$ cat config.mk
export PLATFORM = sky130hd
export DESIGN_NAME = channel_frame_timer_bank
export DESIGN_NICKNAME = d
export VERILOG_FILES = /design/src/hdl/cftb_pkg.sv /design/src/hdl/cftb_mod.sv /design/src/hdl/cftb_kind_tbl.sv /design/src/hdl/cftb_chan_store.sv /design/src/hdl/channel_frame_timer_bank.sv
export SDC_FILE = /design/constraint.sdc
export NUM_CORES = 2
export LEC_CHECK = 0
export BUFFER_PORTS_ARGS = -buffer_cell sky130_fd_sc_hd__buf_2
export CAP_MARGIN = 10
export CORE_MARGIN = 2
export CORE_UTILIZATION = 60
export CTS_CLUSTER_DIAMETER = 40
export DETAILED_ROUTE_END_ITERATION = 7
export PLACE_DENSITY_LB_ADDON = 0.08
export SYNTH_ARGS = -nofsm -noshare
export SYNTH_HDL_FRONTEND = slang
export SYNTH_SLANG_ARGS = --single-unit
$ cat constraint.sdc
create_clock -name i_clk -period 9.07 [get_ports i_clk]
set_clock_uncertainty 0.2 [all_clocks]
set_input_delay 0.4535 -clock i_clk [delete_from_list [all_inputs] [get_ports i_clk]]
set_output_delay 0.4535 -clock i_clk [all_outputs]
set_load 0.03 [all_outputs]
$ cat src/hdl/cftb_pkg.sv
// Shared constants, operation codes and request types for the channel timer bank.
// Used by every module in the hdl folder; depends on nothing else.
package cftb_pkg;

    // Bank size
    localparam int CHANNELS = 16;
    localparam int KINDS    = 16;
    localparam int CH_AW    = (CHANNELS > 1) ? $clog2(CHANNELS) : 1;
    localparam int KIND_AW  = (KINDS > 1) ? $clog2(KINDS) : 1;

    // Field widths
    localparam int MODE_W  = 3;
    localparam int CHAN_W  = 4;
    localparam int KIND_W  = 4;
    localparam int CNT_W   = 32;
    localparam int ACC_W   = 32;
    localparam int DELTA_W = 16;
    localparam int PER_W   = 16;
    localparam int WRAP_W  = 16;

    // Operation codes carried in the request tuser
    localparam logic [MODE_W-1:0] OP_TICK     = 3'd0;
    localparam logic [MODE_W-1:0] OP_CLEAR    = 3'd1;
    localparam logic [MODE_W-1:0] OP_ALLOC    = 3'd2;
    localparam logic [MODE_W-1:0] OP_ENABLE   = 3'd3;
    localparam logic [MODE_W-1:0] OP_DISABLE  = 3'd4;
    localparam logic [MODE_W-1:0] OP_SET      = 3'd5;
    localparam logic [MODE_W-1:0] OP_READ     = 3'd6;
    localparam logic [MODE_W-1:0] OP_LOAD     = 3'd7;

    // Bits of one modulo pass, one per cycle
    localparam int MOD_STEPS = CNT_W;
    localparam int MOD_CW    = $clog2(MOD_STEPS);

    // Channel state memory access
    typedef struct packed {
        logic             rd_en;
        logic             wr_en;
        logic             clr;
        logic [CH_AW-1:0] addr;
        logic [CNT_W-1:0] wr_cnt;
        logic [ACC_W-1:0] wr_acc;
    } t_store_req;

    // Kind table access
    typedef struct packed {
        logic               rd_en;
        logic [KIND_AW-1:0] rd_addr;
        logic               wr_en;
        logic [KIND_AW-1:0] wr_addr;
        logic [PER_W-1:0]   wr_per;
        logic [WRAP_W-1:0]  wr_wrap;
    } t_kind_req;

    // Modulo unit start and result
    typedef struct packed {
        logic              start;
        logic [CNT_W-1:0]  dividend;
        logic [WRAP_W-1:0] divisor;
    } t_mod_req;

    typedef struct packed {
        logic              done;
        logic [WRAP_W-1:0] rem;
    } t_mod_rsp;

endpackage

$ cat src/hdl/cftb_mod.sv
// Bit-serial remainder unit: 32-bit dividend modulo a nonzero 16-bit divisor.
// Depends on cftb_pkg for widths and the request/response types.
module cftb_mod import cftb_pkg::*; (
    input  logic     i_clk,
    input  logic     i_rst_n,
    input  t_mod_req i_req,
    output t_mod_rsp o_rsp
);

    logic              r_busy;
    logic              r_done;
    logic [MOD_CW-1:0] r_step;
    logic [CNT_W-1:0]  r_dvd;
    logic [WRAP_W-1:0] r_div;
    logic [WRAP_W-1:0] r_rem;

    logic [WRAP_W:0]   trial;
    logic [WRAP_W:0]   diff;
    logic [WRAP_W-1:0] n_rem;

    // One restoring step: shift in the next dividend bit, subtract if it fits
    always_comb begin
        trial = {r_rem, r_dvd[CNT_W-1]};
        diff  = trial - {1'b0, r_div};
        if (trial >= {1'b0, r_div}) begin
            n_rem = diff[WRAP_W-1:0];
        end else begin
            n_rem = trial[WRAP_W-1:0];
        end
    end

    // Control
    always_ff @(posedge i_clk) begin
        if (!i_rst_n) begin
            r_busy <= 1'b0;
            r_done <= 1'b0;
            r_step <= '0;
        end else begin
            r_done <= 1'b0;
            if (i_req.start) begin
                r_busy <= 1'b1;
                r_step <= '0;
            end else if (r_busy) begin
                r_step <= r_step + 1'b1;
                if (r_step == MOD_CW'(MOD_STEPS - 1)) begin
                    r_busy <= 1'b0;
                    r_done <= 1'b1;
                end
            end
        end
    end

    // Datapath
    always_ff @(posedge i_clk) begin
        if (i_req.start) begin
            r_dvd <= i_req.dividend;
            r_div <= i_req.divisor;
            r_rem <= '0;
        end else if (r_busy) begin
            r_dvd <= {r_dvd[CNT_W-2:0], 1'b0};
            r_rem <= n_rem;
        end
    end

    assign o_rsp.done = r_done;
    assign o_rsp.rem  = r_rem;

endmodule

$ cat src/hdl/cftb_kind_tbl.sv
// Kind table: period and wrap count per kind, registered read.
// Per-entry valid bits make unwritten entries read as zero after reset.
// Depends on cftb_pkg.
module cftb_kind_tbl import cftb_pkg::*; (
    input  logic              i_clk,
    input  logic              i_rst_n,
    input  t_kind_req         i_req,
    output logic [PER_W-1:0]  o_per,
    output logic [WRAP_W-1:0] o_wrap
);

    logic [PER_W+WRAP_W-1:0] r_mem [KINDS];
    logic [KINDS-1:0]        r_vld;
    logic [PER_W+WRAP_W-1:0] r_rd_data;
    logic                    r_rd_vld;

    // Storage array
    always_ff @(posedge i_clk) begin
        if (i_req.wr_en) begin
            r_mem[i_req.wr_addr] <= {i_req.wr_per, i_req.wr_wrap};
        end
        if (i_req.rd_en) begin
            r_rd_data <= r_mem[i_req.rd_addr];
        end
    end

    // Valid bits
    always_ff @(posedge i_clk) begin
        if (!i_rst_n) begin
            r_vld    <= '0;
            r_rd_vld <= 1'b0;
        end else begin
            if (i_req.wr_en) begin
                r_vld[i_req.wr_addr] <= 1'b1;
            end
            if (i_req.rd_en) begin
                r_rd_vld <= r_vld[i_req.rd_addr];
            end
        end
    end

    assign o_per  = r_rd_vld ? r_rd_data[PER_W+WRAP_W-1:WRAP_W] : '0;
    assign o_wrap = r_rd_vld ? r_rd_data[WRAP_W-1:0] : '0;

endmodule

$ cat src/hdl/cftb_chan_store.sv
// Channel state memory: counter and accumulator per channel, registered read.
// Valid bits give the zero reset value and clear the whole bank at once.
// Depends on cftb_pkg.
module cftb_chan_store import cftb_pkg::*; (
    input  logic             i_clk,
    input  logic             i_rst_n,
    input  t_store_req       i_req,
    output logic [CNT_W-1:0] o_cnt,
    output logic [ACC_W-1:0] o_acc
);

    logic [CNT_W+ACC_W-1:0] r_mem [CHANNELS];
    logic [CHANNELS-1:0]    r_vld;
    logic [CNT_W+ACC_W-1:0] r_rd_data;
    logic                   r_rd_vld;

    // Storage array
    always_ff @(posedge i_clk) begin
        if (i_req.wr_en) begin
            r_mem[i_req.addr] <= {i_req.wr_cnt, i_req.wr_acc};
        end
        if (i_req.rd_en) begin
            r_rd_data <= r_mem[i_req.addr];
        end
    end

    // Valid bits; clear invalidates every entry at once
    always_ff @(posedge i_clk) begin
        if (!i_rst_n) begin
            r_vld    <= '0;
            r_rd_vld <= 1'b0;
        end else begin
            if (i_req.clr) begin
                r_vld <= '0;
            end else if (i_req.wr_en) begin
                r_vld[i_req.addr] <= 1'b1;
            end
            if (i_req.rd_en) begin
                r_rd_vld <= r_vld[i_req.addr];
            end
        end
    end

    assign o_cnt = r_rd_vld ? r_rd_data[CNT_W+ACC_W-1:ACC_W] : '0;
    assign o_acc = r_rd_vld ? r_rd_data[ACC_W-1:0] : '0;

endmodule

$ cat src/hdl/channel_frame_timer_bank.sv
// Channel timer bank top level: request sequencer, channel flags and result register.
// Depends on cftb_pkg, cftb_chan_store, cftb_kind_tbl and cftb_mod.
//
// Usage:
//   Requests enter on the s-side stream; tuser holds the operation code, tdata
//   the channel, kind, value, delta, period and wrap count. Every request gives
//   exactly one result on the m-side stream: tuser is the ok flag, tdata the
//   counter read back (zero for every operation but read counter).
//   One request is worked on at a time. Clear, enable, disable, load kind and a
//   failed allocate, set counter or read counter go from execute straight to
//   done; a successful allocate, set counter or read counter also passes the
//   evaluate state, since it goes through the channel memory read port.
//   A tick walks every channel in turn through the channel memory: a channel
//   that is not running is only looked at in the read state; a running channel
//   is read, evaluated and written back, and waits on the bit-serial remainder
//   unit in between when its counter wraps. The memory read-modify-write sets
//   the time per running channel, the remainder unit the worst case.
//   Reset clears all flags and kinds directly, and counters, accumulators and
//   the kind table at once through valid bits; no clearing pass is needed.
//   When the receiver stalls, the result waits in the output register; the
//   next request is accepted at once, and its result waits behind the first.
module channel_frame_timer_bank import cftb_pkg::*; (
    input  logic        i_clk,
    input  logic        i_rst_n,
    input  logic        i_s_tvalid,
    output logic        o_s_tready,
    // [3:0] channel, [7:4] kind, [39:8] value, [55:40] delta,
    // [71:56] period_entry, [87:72] count_entry
    input  logic [87:0] i_s_tdata,
    // [2:0] mode
    input  logic [2:0]  i_s_tuser,
    output logic        o_m_tvalid,
    input  logic        i_m_tready,
    // [31:0] counter_value
    output logic [31:0] o_m_tdata,
    // [0] ok
    output logic [0:0]  o_m_tuser
);

    // Sequencer states
    localparam logic [3:0] ST_IDLE  = 4'd0;
    localparam logic [3:0] ST_EXEC  = 4'd1;
    localparam logic [3:0] ST_CEVAL = 4'd2;
    localparam logic [3:0] ST_TRD   = 4'd3;
    localparam logic [3:0] ST_TEVAL = 4'd4;
    localparam logic [3:0] ST_TDIV  = 4'd5;
    localparam logic [3:0] ST_TWR   = 4'd6;
    localparam logic [3:0] ST_DONE  = 4'd7;

    logic [3:0]         r_state;
    logic [3:0]         n_state;

    // Latched request
    logic [MODE_W-1:0]  r_mode;
    logic [CHAN_W-1:0]  r_ch;
    logic [KIND_W-1:0]  r_kind_in;
    logic [CNT_W-1:0]   r_value;
    logic [DELTA_W-1:0] r_delta;
    logic [PER_W-1:0]   r_per_in;
    logic [WRAP_W-1:0]  r_wrap_in;

    // Channel flags and kinds
    logic [CHANNELS-1:0] r_active;
    logic [CHANNELS-1:0] r_enabled;
    logic [KIND_W-1:0]   r_chkind [CHANNELS];

    // Tick walk
    logic [CH_AW-1:0]   r_idx;
    logic               r_kok;
    logic [CNT_W-1:0]   r_cnt_n;
    logic [ACC_W-1:0]   r_acc_n;

    // Result
    logic               r_res_ok;
    logic [CNT_W-1:0]   r_res_rd;
    logic               r_out_vld;
    logic               r_out_ok;
    logic [CNT_W-1:0]   r_out_rd;

    t_store_req         st_req;
    t_kind_req          kt_req;
    t_mod_req           mod_req;
    t_mod_rsp           mod_rsp;
    logic [CNT_W-1:0]   st_cnt;
    logic [ACC_W-1:0]   st_acc;
    logic [PER_W-1:0]   kt_per;
    logic [WRAP_W-1:0]  kt_wrap;

    logic               s_acc;
    logic               out_free;
    logic [7:0]         ch_ext;
    logic               ch_ok;
    logic [CH_AW-1:0]   ch_addr;
    logic [4:0]         kin_ext;
    logic               kin_ok;
    logic [CH_AW-1:0]   f_idx;
    logic               f_run;
    logic [KIND_W-1:0]  f_kind;
    logic               f_kok;
    logic               last_ch;
    logic               ch_op_go;
    logic [ACC_W-1:0]   acc_sum;
    logic [ACC_W-1:0]   per32;
    logic [WRAP_W-1:0]  wrap16;
    logic               hit;
    logic [CNT_W-1:0]   cinc;
    logic               need_mod;

    // Request decode
    assign s_acc    = i_s_tvalid && o_s_tready;
    assign out_free = !r_out_vld || i_m_tready;
    assign ch_ext   = {4'b0, r_ch};
    assign ch_ok    = ch_ext < 8'(CHANNELS);
    assign ch_addr  = ch_ext[CH_AW-1:0];
    assign kin_ext  = {1'b0, r_kind_in};
    assign kin_ok   = kin_ext < 5'(KINDS);
    assign last_ch  = r_idx == CH_AW'(CHANNELS - 1);

    // Flag lookup at the walk index in the tick read state, else at the addressed channel
    assign f_idx  = (r_state == ST_TRD) ? r_idx : ch_addr;
    assign f_run  = r_active[f_idx] && r_enabled[f_idx];
    assign f_kind = r_chkind[f_idx];
    assign f_kok  = {1'b0, f_kind} < 5'(KINDS);

    assign ch_op_go = ch_ok && (((r_mode == OP_ALLOC) && !r_active[f_idx])
                             || (r_mode == OP_SET) || (r_mode == OP_READ));

    // Tick evaluation of one channel
    always_comb begin
        per32    = r_kok ? {16'b0, kt_per} : '0;
        wrap16   = r_kok ? kt_wrap : '0;
        acc_sum  = st_acc + {16'b0, r_delta};
        hit      = acc_sum >= per32;
        cinc     = st_cnt + 1'b1;
        need_mod = hit && (wrap16 != '0) && (cinc >= {16'b0, wrap16});
    end

    // Channel memory requests
    always_comb begin
        st_req.rd_en  = ((r_state == ST_EXEC) && ch_op_go)
                     || ((r_state == ST_TRD) && f_run);
        st_req.wr_en  = ((r_state == ST_CEVAL) && (r_mode != OP_READ))
                     || (r_state == ST_TWR);
        st_req.clr    = (r_state == ST_EXEC) && (r_mode == OP_CLEAR);
        st_req.addr   = ((r_state == ST_TRD) || (r_state == ST_TWR)) ? r_idx : ch_addr;
        st_req.wr_cnt = (r_state == ST_TWR) ? r_cnt_n
                      : ((r_mode == OP_SET) ? r_value : '0);
        st_req.wr_acc = (r_state == ST_TWR) ? r_acc_n : st_acc;
    end

    // Kind table requests
    always_comb begin
        kt_req.rd_en   = (r_state == ST_TRD) && f_run && f_kok;
        kt_req.rd_addr = f_kind[KIND_AW-1:0];
        kt_req.wr_en   = (r_state == ST_EXEC) && (r_mode == OP_LOAD) && kin_ok;
        kt_req.wr_addr = r_kind_in[KIND_AW-1:0];
        kt_req.wr_per  = r_per_in;
        kt_req.wr_wrap = r_wrap_in;
    end

    // Remainder unit start
    always_comb begin
        mod_req.start    = (r_state == ST_TEVAL) && need_mod;
        mod_req.dividend = cinc;
        mod_req.divisor  = wrap16;
    end

    // Next state
    always_comb begin
        n_state = r_state;
        case (r_state)
            ST_IDLE: begin
                if (s_acc) n_state = ST_EXEC;
            end
            ST_EXEC: begin
                if (r_mode == OP_TICK) begin
                    n_state = ST_TRD;
                end else if (ch_op_go) begin
                    n_state = ST_CEVAL;
                end else begin
                    n_state = ST_DONE;
                end
            end
            ST_CEVAL: n_state = ST_DONE;
            ST_TRD: begin
                if (f_run) begin
                    n_state = ST_TEVAL;
                end else if (last_ch) begin
                    n_state = ST_DONE;
                end
            end
            ST_TEVAL: n_state = need_mod ? ST_TDIV : ST_TWR;
            ST_TDIV: begin
                if (mod_rsp.done) n_state = ST_TWR;
            end
            ST_TWR:  n_state = last_ch ? ST_DONE : ST_TRD;
            ST_DONE: begin
                if (out_free) n_state = ST_IDLE;
            end
            default: n_state = ST_IDLE;
        endcase
    end

    // Control registers
    always_ff @(posedge i_clk) begin
        if (!i_rst_n) begin
            r_state   <= ST_IDLE;
            r_active  <= '0;
            r_enabled <= '0;
            r_out_vld <= 1'b0;
            for (int i = 0; i < CHANNELS; i++) begin
                r_chkind[i] <= '0;
            end
        end else begin
            r_state <= n_state;
            if (r_state == ST_EXEC) begin
                case (r_mode)
                    OP_CLEAR: r_active <= '0;
                    OP_ALLOC: begin
                        if (ch_op_go) begin
                            r_active[ch_addr]  <= 1'b1;
                            r_enabled[ch_addr] <= 1'b0;
                            r_chkind[ch_addr]  <= r_kind_in;
                        end
                    end
                    OP_ENABLE, OP_DISABLE: begin
                        if (ch_ok) r_enabled[ch_addr] <= (r_mode == OP_ENABLE);
                    end
                    default: ;
                endcase
            end
            if ((r_state == ST_DONE) && out_free) begin
                r_out_vld <= 1'b1;
            end else if (i_m_tready) begin
                r_out_vld <= 1'b0;
            end
        end
    end

    // Request, walk and result payload
    always_ff @(posedge i_clk) begin
        if (s_acc) begin
            r_mode    <= i_s_tuser;
            r_ch      <= i_s_tdata[3:0];
            r_kind_in <= i_s_tdata[7:4];
            r_value   <= i_s_tdata[39:8];
            r_delta   <= i_s_tdata[55:40];
            r_per_in  <= i_s_tdata[71:56];
            r_wrap_in <= i_s_tdata[87:72];
        end
        case (r_state)
            ST_EXEC: begin
                r_idx    <= '0;
                r_res_rd <= '0;
                case (r_mode)
                    OP_ALLOC:                    r_res_ok <= ch_op_go;
                    OP_ENABLE, OP_DISABLE,
                    OP_SET, OP_READ:             r_res_ok <= ch_ok;
                    OP_LOAD:                     r_res_ok <= kin_ok;
                    default:                     r_res_ok <= 1'b1;
                endcase
            end
            ST_CEVAL: begin
                if (r_mode == OP_READ) r_res_rd <= st_cnt;
            end
            ST_TRD: begin
                r_kok <= f_kok;
                if (!f_run && !last_ch) r_idx <= r_idx + 1'b1;
            end
            ST_TEVAL: begin
                r_acc_n <= hit ? (acc_sum - per32) : acc_sum;
                r_cnt_n <= hit ? cinc : st_cnt;
            end
            ST_TDIV: begin
                if (mod_rsp.done) r_cnt_n <= {16'b0, mod_rsp.rem};
            end
            ST_TWR: begin
                if (!last_ch) r_idx <= r_idx + 1'b1;
            end
            default: ;
        endcase
        if ((r_state == ST_DONE) && out_free) begin
            r_out_ok <= r_res_ok;
            r_out_rd <= r_res_rd;
        end
    end

    assign o_s_tready = (r_state == ST_IDLE);
    assign o_m_tvalid = r_out_vld;
    assign o_m_tdata  = r_out_rd;
    assign o_m_tuser  = r_out_ok;

    cftb_chan_store u_store (
        .i_clk   (i_clk),
        .i_rst_n (i_rst_n),
        .i_req   (st_req),
        .o_cnt   (st_cnt),
        .o_acc   (st_acc)
    );

    cftb_kind_tbl u_kind (
        .i_clk   (i_clk),
        .i_rst_n (i_rst_n),
        .i_req   (kt_req),
        .o_per   (kt_per),
        .o_wrap  (kt_wrap)
    );

    cftb_mod u_mod (
        .i_clk   (i_clk),
        .i_rst_n (i_rst_n),
        .i_req   (mod_req),
        .o_rsp   (mod_rsp)
    );

`ifndef SYNTHESIS
    // The channel memory never sees a read and a write in the same cycle
    a_no_rw_overlap: assert property (@(posedge i_clk) disable iff (!i_rst_n)
        !(st_req.rd_en && st_req.wr_en))
        else $error("channel memory read and write overlap");

    // A wrap remainder is only started while a channel is being evaluated
    a_mod_start: assert property (@(posedge i_clk) disable iff (!i_rst_n)
        mod_req.start |=> (r_state == ST_TDIV))
        else $error("remainder started outside a tick evaluation");

    // The walk index stays inside the bank
    a_idx_range: assert property (@(posedge i_clk) disable iff (!i_rst_n)
        ((r_state == ST_TRD) || (r_state == ST_TWR)) |-> ({4'b0, r_idx} < 8'(CHANNELS)))
        else $error("tick walk index out of range");

    // An accepted request is executed in the next cycle
    a_accept_exec: assert property (@(posedge i_clk) disable iff (!i_rst_n)
        s_acc |=> (r_state == ST_EXEC))
        else $error("accepted request not executed");
`endif

endmodule

# Word-level counts from Yosys, hierarchy flattened
# Memories as Yosys holds them, arrays and structs flattened. A register that Yosys moved wholly into a read port is not among the register bits.
# Cells that the tools add are included.
dict set report totals {
  reg_bits 367
  ramBits 1600
  input_bits 95
  out_inout_bits 35
  word_cells 204
  mem_count 3
}
# memory depth word_bits rd rd_clocked_by_memory_dff wr line_no
set memory_table {}
lappend memory_table {u_store.r_mem 16 64 1 1 1 cftb_chan_store.sv:12} ;# logic [CNT_W+ACC_W-1:0] r_mem [CHANNELS];
lappend memory_table {u_kind.r_mem 16 32 1 1 1 cftb_kind_tbl.sv:12} ;# logic [PER_W+WRAP_W-1:0] r_mem [KINDS];
lappend memory_table {r_chkind 16 4 1 0 16 channel_frame_timer_bank.sv:65} ;# logic [KIND_W-1:0] r_chkind [CHANNELS];
dict set report op_classes {
  addsub 6
  n_lt_le_gt_ge 13
  eq_ne 26
  muxes 71
  bitwise 7
  n_reduce_logical 50
}
# op n
set op_table {}
lappend op_table {{two-way mux 32 bit} 11}
lappend op_table {{case mux 32 bit (2 select lines)} 2}
lappend op_table {{two-way mux 16 bit} 6}
lappend op_table {{greater-or-equal comparator 32 x 16 -> 1 bit} 2}
lappend op_table {{case mux 16 bit (2 select lines)} 2}
lappend op_table {{bitwise OR 16 bit} 3}
lappend op_table {{two-way mux 4 bit} 11}
lappend op_table {{< comparator 4 x 5 -> 1 bit, second input constant} 7}
lappend op_table {{adder 32 x 1 -> 32 bit, second input constant} 1}
lappend op_table {{adder 32 x 16 -> 32 bit} 1}
lappend op_table {{case mux 4 bit (8 select lines)} 1}
lappend op_table {{subtractor 32 x 16 -> 32 bit} 1}
lappend op_table {{two-way mux 1 bit} 24}
lappend op_table {{logical AND 1 bit} 18}
lappend op_table {{greater-or-equal comparator 17 x 16 -> 1 bit} 1}
lappend op_table {{bitwise AND 16 bit} 1}
lappend op_table {{binary-select mux 1 bit (select 4 bit)} 4}
lappend op_table {{bitwise mux 16 bit} 1}
lappend op_table {{equality test 4 x 3 -> 1 bit, second input constant} 4}
lappend op_table {{NOT 16 bit} 1}
lappend op_table {{nonzero test 16 bit} 1}
lappend op_table {{subtractor 16 bit} 1}
lappend op_table {{demux 1 bit (select 4 bit)} 3}
lappend op_table {{equality test 3 bit, second input constant} 4}
lappend op_table {{other kinds (29)} 62}

# Logic depth before layout (Yosys ltp)
dict set report logic_depth {
  depth_word 16
  mapped_depth 28
  depth_no_buf 20
}

# Modules after synthesis
# From an unflattened synthesis, not the netlist that was laid out.
dict set report unflattened {
  hier_cells 4453
  area_unflattened_um2 83686.5
}
# mod n_inst cells_each area_per_inst_um2 seq_area_each_um2
set modules_own_cells {}
lappend modules_own_cells {cftb_chan_store 1 1622 41476.0 33011.7}
lappend modules_own_cells {cftb_kind_tbl 1 852 21120.3 16676.0}
lappend modules_own_cells {channel_frame_timer_bank 1 1670 17480.5 9399.0}
lappend modules_own_cells {cftb_mod 1 309 3609.7 1901.8}

# Worst setup path after synthesis
# OpenSTA, ideal clock, no wires.
dict set report synth_path {
  kind {register to register}
  startpoint {reg r_state[0]}
  endpoint {mem u_store.r_mem[10][0] (netlist bit), enable pin}
  setup_time_ps 567
  t_arrival_ps 6601
  t_required_ps 8303
  path_slack_ps 1702
  path_stages_with_launch 11
  path_buffers 5
  period_less_slack_ps 7368
  cell_sequence {dfxtp_1 buf_2 xor2_1 nand2_1 clkbuf_1 mux2_2 clkbuf_1 clkbuf_1 buf_2 nand3_1 nor3_1}
}
dict set report synth_via {
  elab_chain_cells 5
  word_cells_on_any_way 9
  classes_between {eq/ne: 3; mux: 3; reduce/logical: 3}
}
# element line_no
set synth_lines {}
lappend synth_lines {{from (decl)} channel_frame_timer_bank.sv:50} ;# logic [3:0] r_state;
lappend synth_lines {{from (signal assigned)} channel_frame_timer_bank.sv:215} ;# r_state <= n_state;
lappend synth_lines {{equality test 4 x 2 -> 1 bit} channel_frame_timer_bank.sv:142} ;# st_req.wr_en = ((r_state == ST_CEVAL) && (r_mode != OP_READ))
lappend synth_lines {{logical AND 1 bit} channel_frame_timer_bank.sv:142}
lappend synth_lines {{logical OR 1 bit} channel_frame_timer_bank.sv:143} ;# || (r_state == ST_TWR);
lappend synth_lines {{two-way mux 1 bit} cftb_chan_store.sv:19} ;# if (i_req.wr_en) begin
lappend synth_lines {{two-way mux 1 bit (implied by the code)} cftb_chan_store.sv:20} ;# r_mem[i_req.addr] <= {i_req.wr_cnt, i_req.wr_acc};
lappend synth_lines {{to (decl)} cftb_chan_store.sv:12}
# Several ways; a longest one is shown, not always the timed one.

# Worst setup path after layout
dict set report layout_path {
  startpoint {reg u_store.r_rd_vld}
  endpoint {reg u_mod.r_dvd[27], data pin}
}
dict set report layout_via {
  elab_chain_cells 7
  word_cells_on_any_way 10
  classes_between {add/sub: 2; order compare: 2; mux: 3; reduce/logical: 3}
}
# element line_no
set layout_lines {}
lappend layout_lines {{from (decl)} cftb_chan_store.sv:15} ;# logic r_rd_vld;
lappend layout_lines {{from (signal assigned)} cftb_chan_store.sv:39} ;# r_rd_vld <= r_vld[i_req.addr];
lappend layout_lines {{two-way mux 32 bit} cftb_chan_store.sv:45} ;# assign o_acc = r_rd_vld ? r_rd_data[ACC_W-1:0] : '0;
lappend layout_lines {{adder 32 x 16 -> 32 bit} channel_frame_timer_bank.sv:132} ;# acc_sum = st_acc + {16'b0, r_delta};
lappend layout_lines {{greater-or-equal comparator 32 x 16 -> 1 bit} channel_frame_timer_bank.sv:133} ;# hit = acc_sum >= per32;
lappend layout_lines {{logical AND 1 bit (2 in a row)} channel_frame_timer_bank.sv:135} ;# need_mod = hit && (wrap16 != '0) && (cinc >= {16'b0, wrap16});
lappend layout_lines {{logical AND 1 bit} channel_frame_timer_bank.sv:163} ;# mod_req.start = (r_state == ST_TEVAL) && need_mod;
lappend layout_lines {{two-way mux 32 bit (*)} cftb_mod.sv:55} ;# if (i_req.start) begin
lappend layout_lines {{to (signal assigned)} cftb_mod.sv:56} ;# r_dvd <= i_req.dividend;
lappend layout_lines {{to (signal assigned)} cftb_mod.sv:60} ;# r_dvd <= {r_dvd[CNT_W-2:0], 1'b0};
lappend layout_lines {{to (decl)} cftb_mod.sv:13} ;# logic [CNT_W-1:0] r_dvd;
# Mark *: on every way between the ends. The rest lies on a longest branch, timed or not.
# A chain may end at the register's enable or synchronous reset.

==> results_dict.tcl <==
set metrics [dict create \
    drt-initial-drc-count 6330 \
    num_rows 138 \
    worst-endpoint-required_ps 9460 \
    count_of_final_hold_check_violations 0 \
    starting_density_pct 60.2 \
    critical_path_class "flop to flop" \
    peakVddDrop_mv 0.331 \
    drv_cap 0 \
    worst_skew_pair.late_latency_ps 840 \
    remaining_drc_errors 0 \
    relSlewSlack_pct 14.0 \
    cp_max_fo 51 \
    antenna_violating_nets_post_route 0 \
    tritoncts "yes" \
    fin_tns_setup_ps 0 \
    most_used_flip_flop_cell_after_synthesis "sky130_fd_sc_hd__edfxtp_1" \
    grt_overflow_total 0 \
    grt_setup_unrepaired "no" \
    place.port_buffers 129 \
    worst-slew-pin-transition_ps 1290 \
    yosys_warnings 0 \
    cellInternalPower_mw 20.5 \
    postSynth.asyncResetShare_pct 0 \
    floorplan.die_area_sq_um 144000 \
    cellPowerDensity_nw_per_um2 312 \
    final_nets 5881 \
    weighted_congestion_reported_at_the_end_of_routability_driven_placement 0.919 \
    leakagePower_nw 32.8 \
    critical_path_at_ps 7510 \
    slew_viol_final 0 \
    cts_root_buffer "sky130_fd_sc_hd__clkbuf_16" \
    synth_top_cell_by_area "sky130_fd_sc_hd__edfxtp_1" \
    synth_top_cell_area_share_pct 69.7 \
    power.net_switching_mw 9.74 \
    antenna_found_initial 10 \
    avgViaCountPerCell 6.33 \
    finalCriticalPeriod_ps 7110 \
    postLayoutCoreUtil_pct 68.8 \
    drt_pass1_iterations 6 \
    yosysSeqAreaShare_pct 71.9 \
    stdcell_area_sq_um 97000 \
    hold_path.class "primary input to flop" \
    yosys_register_bits 2062 \
    seq_power_share_pct 40.3 \
    syn_to_final_growth_pct 14.3 \
    period_share_pct 78.4 \
    post_synth_num_cell_types 96 \
    overall_die_height_microns 380 \
    cts-htree-levels 4 \
    syn_nets 5643 \
    clk_network_pwr_share_pct 32.8 \
    total_standard_cell_area_after_synthesis_sq_um 84900 \
    globalRouteTotalUtil_pct 29.1 \
    synth_area_per_cell_sq_um 15.5 \
    first_global_vias 47838 \
    cts_hold_buffers 92 \
    grt_pass1_wl_microns 311000 \
    crit_path_end_kind "flop" \
    worst_setup_path_start_kind "flop" \
    vias 49517 \
    netlist_top_cells_count "sky130_fd_sc_hd__edfxtp_1, sky130_fd_sc_hd__nand2_1, sky130_fd_sc_hd__mux4_2" \
    floorplan.die.width_microns 380 \
    pin_count 130 \
    power.combinational.fraction_pct 27.0 \
    cts-resized-gates 0 \
    cts_setup_buffers 0 \
    p_sw_share_pct 32.2 \
    routed_wire_length_per_instance_microns 26.9 \
    largest_net_degree_at_the_start_of_global_routing 195 \
    final-setup-viol-count 0 \
    fmax_mhz 141 \
    number_of_clock_sinks 2062 \
    wirelength_microns 210000 \
    hpwlAfterDp_microns 114000 \
    design.core.area_sq_um 141000 \
    top_cells_by_area_in_the_synthesized_netlist "sky130_fd_sc_hd__edfxtp_1, sky130_fd_sc_hd__mux4_2, sky130_fd_sc_hd__nand2_1" \
    post-synth-top-count-cell "sky130_fd_sc_hd__edfxtp_1" \
    run_status "completed" \
    detailed_place.area_sq_um 87700 \
    clock_pin_slew_worst_setup_and_hold_paths_ps 60 \
    cts_inserted_buffers 241 \
    layout-drive-gt1-share_pct 17.3 \
    synth-edff-count 1969 \
    synthCells 5477 \
    max-clock-path-buffers 3 \
]
[cells in the final DEF, fill, tap and decap left out, types with 39 or more instances in the layout]
master	n
sky130_fd_sc_hd__buf_4	103
sky130_fd_sc_hd__and2_1	153
sky130_fd_sc_hd__dfxtp_1	92
sky130_fd_sc_hd__o21ai_0	79
sky130_fd_sc_hd__mux4_2	271
sky130_fd_sc_hd__nand3_1	58
sky130_fd_sc_hd__nand2_1	847
sky130_fd_sc_hd__mux2i_1	42
sky130_fd_sc_hd__xnor2_1	75
sky130_fd_sc_hd__a311oi_1	71
sky130_fd_sc_hd__buf_2	129
sky130_fd_sc_hd__a21oi_1	159
sky130_fd_sc_hd__inv_1	64
sky130_fd_sc_hd__and3_1	153
sky130_fd_sc_hd__a31oi_1	142
sky130_fd_sc_hd__dlygate4sd3_1	92
sky130_fd_sc_hd__a211oi_1	186
sky130_fd_sc_hd__edfxtp_1	1969
sky130_fd_sc_hd__ha_1	68
sky130_fd_sc_hd__clkbuf_16	244
sky130_fd_sc_hd__nand4_1	39
sky130_fd_sc_hd__nor2_1	226
[sequential cells by signal, summed over array words and instances, names as in the netlist, 32 cells and up]
signal	cells
r_value	32
u_store.r_mem	1024
r_acc_n	32
u_mod.r_dvd	32
o_m_tdata	32
u_store.r_rd_data	64
u_kind.r_mem	512
r_cnt_n	32
u_kind.r_rd_data	32
r_chkind	64
r_res_rd	32
[per-stage QoR]
| stage | setup slack, ps | hold WS, ps | instances | total power, mW |
|---|---|---|---|---|
| 6_report | 1960 | 113 | 7818 | 30.3 |
| 5_1_grt | 1520 | 104 | 7818 | 31.5 |
| 4_1_cts | 2000 | 56.6 | 7816 | 30.4 |
| 3_5_place_dp | 2020 | 205 | 7269 | 20.5 |
| 3_3_place_gp | 2090 | 201 | 7269 | 20.4 |
| 2_1_floorplan | 1700 | 200 | 5477 | 18.0 |
[critical path: stages (launching register included)]
cell                       delay (ps)
sky130_fd_sc_hd__dfxtp_4          480
sky130_fd_sc_hd__and2_1           220
sky130_fd_sc_hd__ha_1             230
sky130_fd_sc_hd__fa_1             460
sky130_fd_sc_hd__a21o_1           230
sky130_fd_sc_hd__a31o_2           300
sky130_fd_sc_hd__a311o_1          360
sky130_fd_sc_hd__a21oi_1          150
sky130_fd_sc_hd__nor2b_1           60
sky130_fd_sc_hd__o311a_1          320
sky130_fd_sc_hd__ha_1             230
sky130_fd_sc_hd__nand2_1           90
sky130_fd_sc_hd__nand2b_1          60
sky130_fd_sc_hd__a21o_1           170
sky130_fd_sc_hd__a221o_1          350
sky130_fd_sc_hd__a211oi_1         500
sky130_fd_sc_hd__nand4_2          690
sky130_fd_sc_hd__o211ai_4         400
sky130_fd_sc_hd__buf_4            480
sky130_fd_sc_hd__inv_2            540
sky130_fd_sc_hd__o21ai_0          240
sky130_fd_sc_hd__nand2_1           70
[power groups by stage]
stage	clock [mW]	sequential [mW]	combinational, mW
floorplan	0	12.1	5.90
finish	9.91	12.2	8.16
detailed placement	0	12.4	8.12
global route	10.4	12.2	8.88
CTS	10.0	12.2	8.19
global placement	0	12.3	8.01
[routing by layer]
layer  GRT usage (%)  routed length, microns  vias up
met2            44.7                   98400     2211
met4            7.98                    5180        4
met1            43.2                   87900    25138
met5               0                      21        -
met3            5.64                   18400      353
li1                -                       -    21811
[kinds of logic after synthesis]
group	Yosys count	share of synthesized area, %
AND/OR/NAND/NOR	1670	9.11
buffers and inverters	401	2.02
flip-flops	2062	71.9
multiplexers	346	8.12
XOR/XNOR	107	1.12
AO/OA/AOI/OAI	820	6.69
adder cells (fa/ha/maj)	71	1.07
[final timing paths]
path | from | endpoint | slack, ps | cells past startpoint
hold / removal | i_rst_n | r_enabled[8]$_SDFFE_PN0P_ | 110 | 3
hold reg to reg | r_res_rd[8]$_SDFFCE_PN0P_ | o_m_tdata[8]$_DFFE_PP_ | 220 | 0
setup / recovery | u_store.r_rd_vld$_SDFFE_PN0P_ | u_mod.r_dvd[27]$_DFFE_PP_ | 1960 | 21
setup reg to reg | u_store.r_rd_vld$_SDFFE_PN0P_ | u_mod.r_dvd[27]$_DFFE_PP_ | 1960 | 21
[cell type report]
| type | count | area (sq um) |
|---|---|---|
| Clock buffer | 276 | 6250 |
| Timing Repair Buffer | 331 | 2480 |
| Antenna cell | 1 | 2.50 |
| Clock inverter | 179 | 2070 |
| Sequential cell | 2062 | 61000 |
| Tap cell | 1890 | 2360 |
| Multi-Input combinational cell | 3014 | 22600 |
| Inverter | 65 | 244 |
| Fill cell | 9397 | 43900 |
Power figures use the tool's default switching activity.
